[config.mk]
export PLATFORM = sky130hd
export DESIGN_NAME = scope_trigger_capture
export DESIGN_NICKNAME = d
export VERILOG_FILES = /design/src/hdl/stc_pkg.sv /design/src/hdl/scope_trigger_capture.sv /design/src/hdl/stc_channel.sv
export SDC_FILE = /design/constraint.sdc
export NUM_CORES = 1
export LEC_CHECK = 0
export ABC_AREA = 1
export BUFFER_PORTS_ARGS = -buffer_cell sky130_fd_sc_hd__buf_2
export CORE_ASPECT_RATIO = 1.5
export CORE_MARGIN = 10
export CORE_UTILIZATION = 65
export CTS_CLUSTER_SIZE = 40
export DETAILED_ROUTE_END_ITERATION = 6
export HOLD_SLACK_MARGIN = 0.1
export PLACE_DENSITY = 0.84
export SLEW_MARGIN = 20
export SYNTH_ARGS = -nofsm -noshare
export SYNTH_HDL_FRONTEND = slang
export SYNTH_SLANG_ARGS = --single-unit
export TNS_END_PERCENT = 50
[constraint.sdc]
create_clock -name clock -period 20.2 [get_ports clock]
set_clock_uncertainty 0.05 [all_clocks]
set_input_delay 1.01 -clock clock [delete_from_list [all_inputs] [get_ports clock]]
set_output_delay 1.01 -clock clock [all_outputs]
set_load 0.02 [all_outputs]
[src/hdl/stc_pkg.sv]
package stc_pkg;

   // capture geometry
   localparam int CAPTURE_WIDTH = 128;
   localparam int CHANNEL_DEPTH = 1024;

   localparam int COUNT_W = $clog2(CHANNEL_DEPTH + 1);
   localparam int INDEX_W = $clog2(CHANNEL_DEPTH);
   localparam int CAP_W   = $clog2(CAPTURE_WIDTH + 1);
   localparam int CMP_W   = (COUNT_W > CAP_W) ? COUNT_W : CAP_W;

   // fixed field widths
   localparam int TAG_W    = 4;
   localparam int DATA_W   = 12;
   localparam int GAIN_W   = 16;
   localparam int OFFSET_W = 6;
   localparam int PIXEL_W  = 16;
   localparam int ADDR_W   = 10;
   localparam int CSR_IDX_W  = 3;
   localparam int CSR_DATA_W = 16;

   // register indexes
   localparam logic [CSR_IDX_W-1:0] REG_CH0_TAG       = 3'd0;
   localparam logic [CSR_IDX_W-1:0] REG_CH1_TAG       = 3'd1;
   localparam logic [CSR_IDX_W-1:0] REG_TWO_CHANNEL   = 3'd2;
   localparam logic [CSR_IDX_W-1:0] REG_SCALE_GAIN    = 3'd3;
   localparam logic [CSR_IDX_W-1:0] REG_CH0_OFFSET    = 3'd4;
   localparam logic [CSR_IDX_W-1:0] REG_CH1_OFFSET    = 3'd5;
   localparam logic [CSR_IDX_W-1:0] REG_TRIGGER_LEVEL = 3'd6;

   // register reset values
   localparam logic [TAG_W-1:0]    RST_CH0_TAG       = 4'd3;
   localparam logic [TAG_W-1:0]    RST_CH1_TAG       = 4'd9;
   localparam logic                RST_TWO_CHANNEL   = 1'b1;
   localparam logic [GAIN_W-1:0]   RST_SCALE_GAIN    = 16'd512;
   localparam logic [OFFSET_W-1:0] RST_CH0_OFFSET    = 6'd32;
   localparam logic [OFFSET_W-1:0] RST_CH1_OFFSET    = 6'd0;
   localparam logic [PIXEL_W-1:0]  RST_TRIGGER_LEVEL = 16'd32;

   typedef struct packed {
      logic step;    // a word is being processed this cycle
      logic clear;   // that word starts a new buffer
      logic select;  // that word is routed to this channel
   } chan_ctl_type;

   typedef struct packed {
      logic              store;
      logic [ADDR_W-1:0] addr;
      logic              hit;
   } chan_sts_type;

endpackage

[src/hdl/scope_trigger_capture.sv]
// an accepted word waits in the input register; its result word, if any, goes to the result register
// throughput: one word per cycle; a stalled result register holds the input register
// pixel scaling, tag match and trigger compare sit in one stage between the two
// reset: synchronous, clears counts, trigger state and the stop flag, and loads
// the register defaults
module scope_trigger_capture
   import stc_pkg::*;
(
   input  logic                  clock,
   input  logic                  reset,

   input  logic                  req_tvalid,
   output logic                  req_tready,
   input  logic [15:0]           req_tdata,  // sample_word[15:0]
   input  logic [0:0]            req_tuser,  // first_of_buffer[0]

   output logic                  rsp_tvalid,
   input  logic                  rsp_tready,
   output logic [31:0]           rsp_tdata,  // write_address[9:0], pixel_value[25:10], zero
   output logic [1:0]            rsp_tuser,  // capture_channel[0], is_trigger[1]

   input  logic                  csr_valid,
   output logic                  csr_ready,
   input  logic [CSR_IDX_W-1:0]  csr_index,
   input  logic [CSR_DATA_W-1:0] csr_data
);

   // configuration
   logic [TAG_W-1:0]    ch0_tag_ff, ch1_tag_ff;
   logic                two_channel_ff;
   logic [GAIN_W-1:0]   gain_ff;
   logic [OFFSET_W-1:0] ch0_offset_ff, ch1_offset_ff;
   logic [PIXEL_W-1:0]  level_ff;

   // input register
   logic              in_valid_ff;
   logic [15:0]       in_word_ff;
   logic              in_fob_ff;

   logic              stopped_ff, stopped_in;

   // result register
   logic              out_valid_ff;
   logic              out_chan_ff;
   logic [ADDR_W-1:0] out_addr_ff;
   logic [PIXEL_W-1:0] out_pixel_ff;
   logic              out_trig_ff;

   logic                       proc;
   logic                       out_load;
   logic [TAG_W-1:0]           tag;
   logic [DATA_W-1:0]          data;
   logic                       match0, match1;
   logic                       eff_stopped;
   logic [OFFSET_W-1:0]        offset;
   logic [DATA_W+GAIN_W-1:0]   product;
   logic [DATA_W:0]            sum;
   logic [PIXEL_W-1:0]         pixel;
   chan_ctl_type               ctl0, ctl1;
   chan_sts_type               sts0, sts1;

   assign csr_ready = 1'b1;

   always_ff @(posedge clock) begin
      if (reset) begin
         ch0_tag_ff     <= RST_CH0_TAG;
         ch1_tag_ff     <= RST_CH1_TAG;
         two_channel_ff <= RST_TWO_CHANNEL;
         gain_ff        <= RST_SCALE_GAIN;
         ch0_offset_ff  <= RST_CH0_OFFSET;
         ch1_offset_ff  <= RST_CH1_OFFSET;
         level_ff       <= RST_TRIGGER_LEVEL;
      end else if (csr_valid) begin
         unique case (csr_index)
            REG_CH0_TAG:       ch0_tag_ff     <= csr_data[TAG_W-1:0];
            REG_CH1_TAG:       ch1_tag_ff     <= csr_data[TAG_W-1:0];
            REG_TWO_CHANNEL:   two_channel_ff <= csr_data[0];
            REG_SCALE_GAIN:    gain_ff        <= csr_data[GAIN_W-1:0];
            REG_CH0_OFFSET:    ch0_offset_ff  <= csr_data[OFFSET_W-1:0];
            REG_CH1_OFFSET:    ch1_offset_ff  <= csr_data[OFFSET_W-1:0];
            REG_TRIGGER_LEVEL: level_ff       <= csr_data[PIXEL_W-1:0];
            default: ;
         endcase
      end
   end

   // the held word moves on whenever the result register has room
   assign proc       = in_valid_ff && (!out_valid_ff || rsp_tready);
   assign req_tready = !in_valid_ff || proc;

   always_ff @(posedge clock) begin
      if (reset) begin
         in_valid_ff <= 1'b0;
      end else if (req_tready) begin
         in_valid_ff <= req_tvalid;
      end
   end

   always_ff @(posedge clock) begin
      if (req_tready && req_tvalid) begin
         in_word_ff <= req_tdata;
         in_fob_ff  <= req_tuser[0];
      end
   end

   assign tag  = in_word_ff[15:12];
   assign data = in_word_ff[DATA_W-1:0];

   // channel zero wins when both tags are equal
   assign match0      = (tag == ch0_tag_ff);
   assign match1      = two_channel_ff && (tag == ch1_tag_ff) && !match0;
   assign eff_stopped = in_fob_ff ? 1'b0 : stopped_ff;

   assign offset  = match0 ? ch0_offset_ff : ch1_offset_ff;
   assign product = DATA_W'(data) * gain_ff;
   assign sum     = (DATA_W+1)'(product[DATA_W+GAIN_W-1:GAIN_W]) + (DATA_W+1)'(offset);
   assign pixel   = PIXEL_W'(sum);

   always_comb begin
      stopped_in = stopped_ff;
      if (proc) begin
         stopped_in = eff_stopped || (!match0 && !match1);
      end
   end

   always_ff @(posedge clock) begin
      if (reset) begin
         stopped_ff <= 1'b0;
      end else begin
         stopped_ff <= stopped_in;
      end
   end

   assign ctl0.step   = proc;
   assign ctl0.clear  = in_fob_ff;
   assign ctl0.select = proc && !eff_stopped && match0;
   assign ctl1.step   = proc;
   assign ctl1.clear  = in_fob_ff;
   assign ctl1.select = proc && !eff_stopped && match1;

   stc_channel u_chan0 (
      .clock         (clock),
      .reset         (reset),
      .ctl           (ctl0),
      .pixel         (pixel),
      .trigger_level (level_ff),
      .sts           (sts0)
   );

   stc_channel u_chan1 (
      .clock         (clock),
      .reset         (reset),
      .ctl           (ctl1),
      .pixel         (pixel),
      .trigger_level (level_ff),
      .sts           (sts1)
   );

   assign out_load = sts0.store || sts1.store;

   always_ff @(posedge clock) begin
      if (reset) begin
         out_valid_ff <= 1'b0;
      end else if (proc) begin
         out_valid_ff <= out_load;
      end else if (rsp_tready) begin
         out_valid_ff <= 1'b0;
      end
   end

   always_ff @(posedge clock) begin
      if (out_load) begin
         out_chan_ff  <= sts1.store;
         out_addr_ff  <= sts1.store ? sts1.addr : sts0.addr;
         out_pixel_ff <= pixel;
         out_trig_ff  <= sts1.store ? sts1.hit : sts0.hit;
      end
   end

   assign rsp_tvalid = out_valid_ff;
   assign rsp_tdata  = {6'd0, out_pixel_ff, out_addr_ff};
   assign rsp_tuser  = {out_trig_ff, out_chan_ff};

   // a stopped buffer produces nothing until a new buffer starts
   a_stopped_silent: assert property (@(posedge clock) disable iff (reset)
      (proc && stopped_ff && !in_fob_ff) |-> !out_load)
      else $error("result produced while buffer stopped");

   a_one_channel: assert property (@(posedge clock) disable iff (reset)
      !(sts0.store && sts1.store))
      else $error("both channels store the same word");

   a_ready_only_on_stall: assert property (@(posedge clock) disable iff (reset)
      !req_tready |-> (in_valid_ff && out_valid_ff && !rsp_tready))
      else $error("input held back without a stall");

   // an unmatched tag always sets the stop flag
   a_unmatched_stops: assert property (@(posedge clock) disable iff (reset)
      (proc && !match0 && !match1) |=> stopped_ff)
      else $error("unmatched tag did not stop the buffer");

endmodule

[src/hdl/stc_channel.sv]
module stc_channel
   import stc_pkg::*;
(
   input  logic               clock,
   input  logic               reset,
   input  chan_ctl_type       ctl,
   input  logic [PIXEL_W-1:0] pixel,
   input  logic [PIXEL_W-1:0] trigger_level,
   output chan_sts_type       sts
);

   logic [COUNT_W-1:0] count_ff, count_in;
   logic [INDEX_W-1:0] trig_index_ff, trig_index_in;
   logic               triggered_ff, triggered_in;

   logic [COUNT_W-1:0] eff_count;
   logic [INDEX_W-1:0] eff_index;
   logic               eff_triggered;
   logic [CMP_W-1:0]   span;
   logic               open;
   logic               hit;
   logic               store;

   // state as seen by the current word, after an optional buffer restart
   assign eff_count     = ctl.clear ? '0 : count_ff;
   assign eff_index     = ctl.clear ? '0 : trig_index_ff;
   assign eff_triggered = ctl.clear ? 1'b0 : triggered_ff;

   assign span  = CMP_W'(eff_count - COUNT_W'(eff_index));
   assign open  = (span < CMP_W'(CAPTURE_WIDTH)) && (eff_count < COUNT_W'(CHANNEL_DEPTH));
   assign store = ctl.select && open;
   assign hit   = store && !eff_triggered && (pixel >= trigger_level);

   assign sts.store = store;
   assign sts.addr  = ADDR_W'(eff_count);
   assign sts.hit   = hit;

   always_comb begin
      count_in      = count_ff;
      trig_index_in = trig_index_ff;
      triggered_in  = triggered_ff;
      if (ctl.step) begin
         count_in      = store ? COUNT_W'(eff_count + 1'b1) : eff_count;
         trig_index_in = hit ? INDEX_W'(eff_count) : eff_index;
         triggered_in  = eff_triggered || hit;
      end
   end

   always_ff @(posedge clock) begin
      if (reset) begin
         count_ff      <= '0;
         trig_index_ff <= '0;
         triggered_ff  <= 1'b0;
      end else begin
         count_ff      <= count_in;
         trig_index_ff <= trig_index_in;
         triggered_ff  <= triggered_in;
      end
   end

endmodule

==> results summary, run 1 <==
The worst setup path is captured at a flip-flop. The peak per-stage delay on the critical path came out at 0.75 ns. Of the cells placed in the final design, the portion with a size suffix greater than 1 is 0.0615. The depth of the worst register-to-register path is 37. The number of synthesized register bits came out at 142. The DRC marker count from the first detailed-route iteration is 799. In this run the clock root is driven by a sky130_fd_sc_hd__clkbuf_16. The number of global-route vias before repair came out at 12,600. Measured along the x axis, the die boundary spans 140 microns. The area share of the largest cell type after synthesis came out at 0.201. The clock net in this run drives a total of 142 sinks. The flow ran to the end, and the final reports show no timing, DRC or antenna violations. Across every metal layer, demand over resource in global routing totals 0.277. Once detail routing completed, the nets flagged for antenna violations numbered 0.

The total clock buffers created by CTS came out at 17. The H-tree generated during clock tree synthesis spans 4 levels. The die height came out at 199 microns.

The number of instances in the placed design is 2,204. The deepest clock path buffer count came out at 2. The placed wire-length estimate after detailed placement came out at 30,300 microns. The count of vias placed by the detailed router is 12,400. For this run, the number of Yosys warnings is 0. At the later pin of the worst-skew pair, clock insertion delay measures 0.45 ns. Summing all flip-flop and latch instances after layout gives 3260 sq um.

The final net count came out at 2,237. The detailed-route DRC error count came out at 0. After technology mapping, the gate count stands at 1,941. The sequential element share of the synthesized area came out at 0.234. The data required time at the worst endpoint came out at 20.51 ns. The synthesis-to-layout area growth came out at 6.91%. The count of buffers from port buffering came out at 67. The critical path is of the reg -> reg type.

The post-CTS setup repair buffer count came out at 0. Of all nets on the critical path, the largest fanout is 16. After filler insertion, the fill cell instance count of the layout stands at 1,785.

The power per unit of standard cell area came out at 62.0 nW/um^2. The first global-routing pass estimated 62,000 microns of wire. The count of unique library cells instantiated by Yosys is 37. The number of antenna repair diodes came out at 0.

The transition time of the tightest slew-check pin came out at 0.827 ns. The area used by multi-input combinational logic is 8760 sq um. The number of max-cap violations is 0. IR analysis of the VDD net gives a maximum drop of 66.6 uV. The synthesized design spends more area on one cell type than any other, namely sky130_fd_sc_hd__fa_1. The die outline area is 27,800 sq um. A synthesized cell averages 7.18 sq um.

The total negative setup slack came out at 0 ns. The detailed-router iteration count before antenna repair is 7. The slowest stage of the critical path belongs to the cell sky130_fd_sc_hd__edfxtp_1.

The cell depth of the worst min-delay path came out at 2. STA classifies the critical path startpoint as a flip-flop. The final-report max-slew violation count was 0. TritonCTS built the clock tree. Data on the critical path arrives at its endpoint at 9.35 ns. Entering global routing, the biggest net connects 65 pins.

Setup repair after global routing left no endpoint under its margin. The number of top-level design ports is 78. The routability congestion estimate is 0.999.

Clock-pin slew was measured on the worst setup and hold paths at 0.06 ns. Gates resized during post-CTS repair numbered 0. The standard-cell row count is 65.

After floorplanning, the core was sized to cover 21,100 sq um. Headroom to the max-slew limit came out at 0.448. Timing would allow up to 0.111 GHz. The routed via count divided by cell count came out at 5.53. The global route total overflow is 0. The standby leakage power is 0.00800 uW. The initial antenna violation count came to 0. Setup violations remaining at the end of the flow were counted as 0.

The number of endpoints with negative hold slack in the final report is 0. The final standard cell count with taps included and fillers excluded came out at 2,236. In this run the worst hold path is classified as reg -> reg. The post-route minimum period is 9.04 ns.

Dividing the detail-routed wire length by the instance count gives 16.9 microns. Of the available clock period, the critical path in the final layout requires 0.447. The initial core utilization is 0.661. The total wire length after detailed routing is 37,900 microns. Yosys attributes the largest share of cell area to sky130_fd_sc_hd__fa_1 (20%), sky130_fd_sc_hd__dfxtp_1 (14%), sky130_fd_sc_hd__nand2_1 (14%). The synthesized area is 13,900 sq um. The hold-fix buffer count after cts came out at 0.
[worst max-delay path, delay by kind of cell, from the launching register on]
family          cells  cell delay, ns
buf+inv             6            0.51
simple gates       14            2.25
xor+xnor            1            0.14
flops               1            0.75
compound gates      7            1.44
fa+ha+maj           9            3.82
[report_power, final]
group          leakage (uW)  internal [uW]  switching, uW  total (uW)
clock network      0.000294            188            135         323
registers           0.00121            306           17.5         323
logic               0.00650           97.9            180         277
[routing by layer]
layer  vias to the layer above  routed length (microns)  global-route usage
met5                         -                        0                   0
met4                         0                     2670               0.178
met3                       168                     1810              0.0335
met2                       524                    20500               0.533
met1                      5768                    13000               0.274
li1                       5902                        -                   -
[logic make-up after synthesis]
family,share of synthesized area
mux,0.00404
other cells,0.000539
buf+inv,0.140
fa+ha+maj,0.292
simple gates,0.241
compound gates,0.0744
xor+xnor,0.0145
flops,0.234
[cell usage after synthesis]
cell                       count
sky130_fd_sc_hd__nand2_1     528
sky130_fd_sc_hd__inv_1       413
sky130_fd_sc_hd__nor2_1      173
sky130_fd_sc_hd__fa_1        140
sky130_fd_sc_hd__ha_1        101
sky130_fd_sc_hd__dfxtp_1     100
sky130_fd_sc_hd__a21oi_1      93
sky130_fd_sc_hd__nand3_1      74
sky130_fd_sc_hd__o21ai_0      67
sky130_fd_sc_hd__clkbuf_1     56
sky130_fd_sc_hd__edfxtp_1     42
sky130_fd_sc_hd__nand4_1      24
sky130_fd_sc_hd__buf_4        14
sky130_fd_sc_hd__nor3_1       14
sky130_fd_sc_hd__o21ai_1      12
sky130_fd_sc_hd__xor2_1       12
sky130_fd_sc_hd__xnor2_1      11
sky130_fd_sc_hd__buf_1         9
sky130_fd_sc_hd__o21bai_1      7
sky130_fd_sc_hd__buf_2         6
sky130_fd_sc_hd__a21o_1        5
sky130_fd_sc_hd__inv_2         5
sky130_fd_sc_hd__mux2_2        5
sky130_fd_sc_hd__o211ai_1      5
sky130_fd_sc_hd__nor4_1        4
sky130_fd_sc_hd__nand3b_1      3
sky130_fd_sc_hd__nor2_2        3
sky130_fd_sc_hd__nor3b_1       3
sky130_fd_sc_hd__and2_1        2
sky130_fd_sc_hd__conb_1        2
sky130_fd_sc_hd__o21a_1        2
sky130_fd_sc_hd__a21boi_0      1
sky130_fd_sc_hd__a31o_2        1
sky130_fd_sc_hd__a31oi_1       1
sky130_fd_sc_hd__nor2_8        1
sky130_fd_sc_hd__nor3_2        1
sky130_fd_sc_hd__o2111a_1      1
[metrics by stage]
stage / cell area, sq um / power, uW / hold WS, ns / setup WS, ns / util
2_1_floorplan: 14000 / 533 / 0.375 / 12.14 / -
3_3_place_gp: 14300 / 593 / 0.387 / 11.48 / 0.679
3_5_place_dp: 14300 / 604 / 0.399 / 11.28 / 0.679
4_1_cts: 14900 / 922 / 0.413 / 11.23 / 0.707
5_1_grt: 14900 / 978 / 0.432 / 10.43 / 0.707
6_report: 14900 / 924 / 0.414 / 11.16 / 0.707
[registers in the layout (all words and copies together) (netlist names)]
name                   flops
u_chan0.triggered_ff       1
ch0_offset_ff              6
u_chan1.triggered_ff       1
in_word_ff                16
out_trig_ff                1
level_ff                  16
rsp_tvalid                 1
u_chan0.trig_index_ff     10
out_chan_ff                1
u_chan0.count_ff          11
ch1_offset_ff              6
out_addr_ff               10
in_valid_ff                1
ch1_tag_ff                 4
u_chan1.count_ff          11
ch0_tag_ff                 4
stopped_ff                 1
in_fob_ff                  1
out_pixel_ff              13
u_chan1.trig_index_ff     10
gain_ff                   16
two_channel_ff             1
[worst paths after layout]
| kind | startpoint | slack [ns] | end |
|---|---|---|---|
| setup / recovery | in_word_ff[11] | 11.16 | u_chan0.trig_index_ff[0] |
| hold / removal | ch0_offset_ff[5] | 0.41 | ch0_offset_ff[5] |
| setup reg to reg | in_word_ff[11] | 11.16 | u_chan0.trig_index_ff[0] |
| hold reg to reg | ch0_offset_ff[5] | 0.41 | ch0_offset_ff[5] |
[cells in the final DEF (no fill, tap or decap), drive strengths merged, types with 5 or more instances in the layout]
cell,count
a21o,5
a21oi,93
buf,72
clkbuf,21
clkinv,6
conb,10
dfxtp,100
edfxtp,42
fa,140
ha,101
inv,421
mux2,5
nand2,528
nand3,74
nand4,24
nor2,177
nor3,15
o211ai,5
o21ai,79
o21bai,7
xnor2,11
xor2,12
[area by class of cell]
class | count | area share
multi-input cells | 1304 | 0.588
flip-flops and latches | 142 | 0.219
clock inverters | 11 | 0.00689
well taps | 268 | 0.0225
inverters | 418 | 0.105
clock buffers | 21 | 0.0331
repair buffers | 72 | 0.0250
(Power assumes the default switching activity.)
==> run 2, diff against run 1 <==
--- a/config.mk
+++ b/config.mk
@@ -9,11 +9,11 @@
 export BUFFER_PORTS_ARGS = -buffer_cell sky130_fd_sc_hd__buf_2
 export CORE_ASPECT_RATIO = 1.5
 export CORE_MARGIN = 10
-export CORE_UTILIZATION = 65
+export CORE_UTILIZATION = 63
 export CTS_CLUSTER_SIZE = 40
 export DETAILED_ROUTE_END_ITERATION = 6
 export HOLD_SLACK_MARGIN = 0.1
-export PLACE_DENSITY = 0.84
+export PLACE_DENSITY = 0.82
 export SLEW_MARGIN = 20
 export SYNTH_ARGS = -nofsm -noshare
 export SYNTH_HDL_FRONTEND = slang
==> constraint.sdc (replaced) <==
create_clock -name clock -period 8.5 [get_ports clock]
set_clock_uncertainty 0.05 [all_clocks]
set_input_delay 0.425 -clock clock [delete_from_list [all_inputs] [get_ports clock]]
set_output_delay 0.425 -clock clock [all_outputs]
set_load 0.02 [all_outputs]
==> run 2 against run 1 <==
Effect of this change:
- the run now ends with DRC left
- sequential share of layout area down 0.79 points
- cell count up 2.4%
- first-iteration DRC count down 18%
- clock power up 130%
- combinational power rose to 2.8 times the previous value
- routed wire length down 2.3%
- non-clock buffer count up 50
- critical path type unchanged
- critical endpoint is now u_chan1.trig_index_ff[6]
==> results summary, run 2 (synthesis results as in run 1) <==
The flow ran to the end, but the final reports show violations. The final reports fail on DRC. The detailed-route DRC error count came out at 2 (+2).

The total power after layout is 2280 uW (+150%). The number of fill cells in the layout came out at 1,737 (-2.7%). The maximum number of pins on one net before global-route repair came out at 66 (+1.5%). Setup repair after global routing left no endpoint under its margin.

The peak per-stage delay on the critical path was 0.54 ns (-0.21 ns). The standard-cell row count came out at 66 (+1.5%). Relative to the synthesized area, the layout overhead comes to 11.4%.

The routed via count divided by cell count came out at 5.48 (-0.94%). The number of instances in the placed design came out at 2,237 (+1.5%). The fmax came out at 0.123 GHz (+12%). The placed wire-length estimate after detailed placement was 29,100 microns (-3.8%). The total wire length after detailed routing came out at 37,000 microns (-2.3%). The average wire per standard cell came out at 16.2 microns (-4.6%). The final standard cell utilization of the core is 0.715 (+0.00767).

The final-report max-slew violation count is 0 (unchanged). The routability congestion estimate is 0.971 (-2.8%). The initial core utilization was 0.642 (-0.0199).

The worst IR drop on VDD came out at 169 uV (+150%). The layout cell share with drive strength beyond 1 was 0.111 (+0.0490). The count of buffers from port buffering is 67 (unchanged). The min-delay analysis places its worst path in the category in -> reg. The finished layout cell area was 15,500 sq um (+4.2%). The portion of the clock cycle consumed by the worst path in the final layout is 0.953 (+0.505). The data required time at the worst endpoint was 8.78 ns (-11.73 ns). TritonCTS built the clock tree. The deepest clock path buffer count was 2 (unchanged). The first-pass GRT wire length is 60,500 microns (-2.3%). The setup path with the least slack is of type reg -> reg. The number of global-route vias before repair is 12,900 (+2.3%). The detailed-router iteration count before antenna repair is 7 (unchanged). The worst setup path is captured at a flip-flop. The clock transition at the registers of the reported paths is 0.06 ns (about the same). The power per unit of standard cell area was 147 nW/um^2 (+140%). The die outline area is 28,600 sq um (+2.8%).

The number of antenna repair diodes came out at 0 (unchanged). The core footprint came to 21,700 sq um (+3.1%). The internal reg-to-reg setup slack is 0.40 ns (-10.76 ns). The count of nets left with antenna violations after detail routing came out at 0 (unchanged). The data arrival time of the worst path came out at 8.38 ns (-0.97 ns).

Among all stages on the critical path, the largest delay is contributed by sky130_fd_sc_hd__fa_1. The largest driver fanout on the critical path is 6 (-10). The total clock buffers created by CTS came out at 17 (unchanged).

The number of clock sinks came out at 142 (unchanged). The maximum level of the CTS H-tree was 4 (unchanged). The worst setup path is launched from a flip-flop.

Leaving out fill and tap cells, the most frequent cell in the layout is sky130_fd_sc_hd__nand2_1. The die height is 202 microns (+1.4%). The top cell types in the final layout, fill and taps aside, are sky130_fd_sc_hd__nand2_1 (519), sky130_fd_sc_hd__inv_1 (412), sky130_fd_sc_hd__nor2_1 (165).

The standby leakage power is 0.00830 uW (+3.7%). The final standard cell count with taps included and fillers excluded came out at 2,290 (+2.4%). The largest registers in the layout are gain_ff x16, in_word_ff x16, level_ff x16.

The transition time of the tightest slew-check pin is 1.04 ns (+0.209 ns). The total global-route track usage is 0.261 (-0.0167). The hold-fix buffer count after cts came out at 0 (unchanged). The post-route minimum period is 8.10 ns (-0.940 ns). The cell area after placement came to 14,500 sq um (+1.6%). The clock latency reported for the late side of the worst-skew pair came out at 0.44 ns (about the same). The final net count came out at 2,287 (+2.2%). The global route total overflow came out at 0 (unchanged). The number of max-cap violations is 0 (unchanged). In this run the clock root is driven by a sky130_fd_sc_hd__clkbuf_16.

The DRC marker count from the first detailed-route iteration is 659 (-18%). The width of the die is 141 microns (+1.3%). The number of endpoints with negative hold slack in the final report came out at 0 (unchanged).

The count of vias placed by the detailed router is 12,500 (+1.5%). The worst slew margin relative to its limit came out at 0.308 (-0.140). The number of top-level design ports came out at 78 (unchanged).

The final number of setup-violating endpoints is 0 (unchanged). The initial antenna violation count is 0 (unchanged). The cell that appears most often on the critical path is sky130_fd_sc_hd__nand2_1.
==> run 2: where the power goes <==
part | total [uW] | internal (uW) | switching [uW]
logic | 782 | 293 | 488
clock network | 751 | 438 | 313
registers | 752 | 727 | 25.0
total | 2280 | 1460 | 826
==> run 2: final timing paths <==
path                 start                        to  cells after the start
max          in_word_ff[6]  u_chan1.trig_index_ff[6]                     42
min           req_tdata[6]             in_word_ff[6]                      1
max reg2reg  in_word_ff[6]  u_chan1.trig_index_ff[6]                     42
min reg2reg   level_ff[15]              level_ff[15]                      2
==> run 2: what timing repair did <==
action | in CTS | in global routing
gates cloned | 0 | 1
pin swaps | 0 | 25
setup buffers | 0 | 20
gates resized for setup | 2 | 74
setup endpoints to repair | 20 | 23
hold endpoints to repair | 0 | 0
==> run 2: layer usage <==
metal  vias up  GRT usage  wire [microns]
li1       6001          -               -
met1      5921      0.262           13100
met2       474      0.488           19900
met3       146     0.0411            1880
met4         0      0.153            2120
met5         -          0               0
==> run 2: worst max-delay path: cells and delay by family, from the launching register on <==
kind / cells / cell delay [ns]
xor gates and xnor gates: 1 / 0.16
DFF: 1 / 0.52
AOI/OAI and AO/OA: 4 / 0.51
buffers and inverters: 8 / 0.75
and+or+nand+nor: 21 / 2.47
adders and majority gates: 8 / 3.52
==> run 2: cell type report <==
cell class | instances | area [sq um] | area share
Multi-Input combinational cell | 1304 | 8990 | 0.579
Timing Repair Buffer | 122 | 761 | 0.0490
Inverter | 418 | 1570 | 0.101
Sequential cell | 142 | 3280 | 0.211
Clock inverter | 11 | 101 | 0.00653
Clock buffer | 21 | 482 | 0.0310
Tap cell | 272 | 340 | 0.0219
==> run 2: through the flow <==
| stage | hold WS (ns) | worst slack [ns] | setup TNS (ns) |
|---|---|---|---|
| 5_1_grt | 0.104 | 0.0230 | 0 |
| 4_1_cts | 0.100 | 0.00133 | 0 |
| 2_1_floorplan | 0.375 | 0.443 | 0 |
| 6_report | 0.112 | 0.401 | 0 |
| 3_3_place_gp | 0.392 | 0.149 | 0 |
| 3_5_place_dp | 0.389 | -0.00461 | -0.00461 |
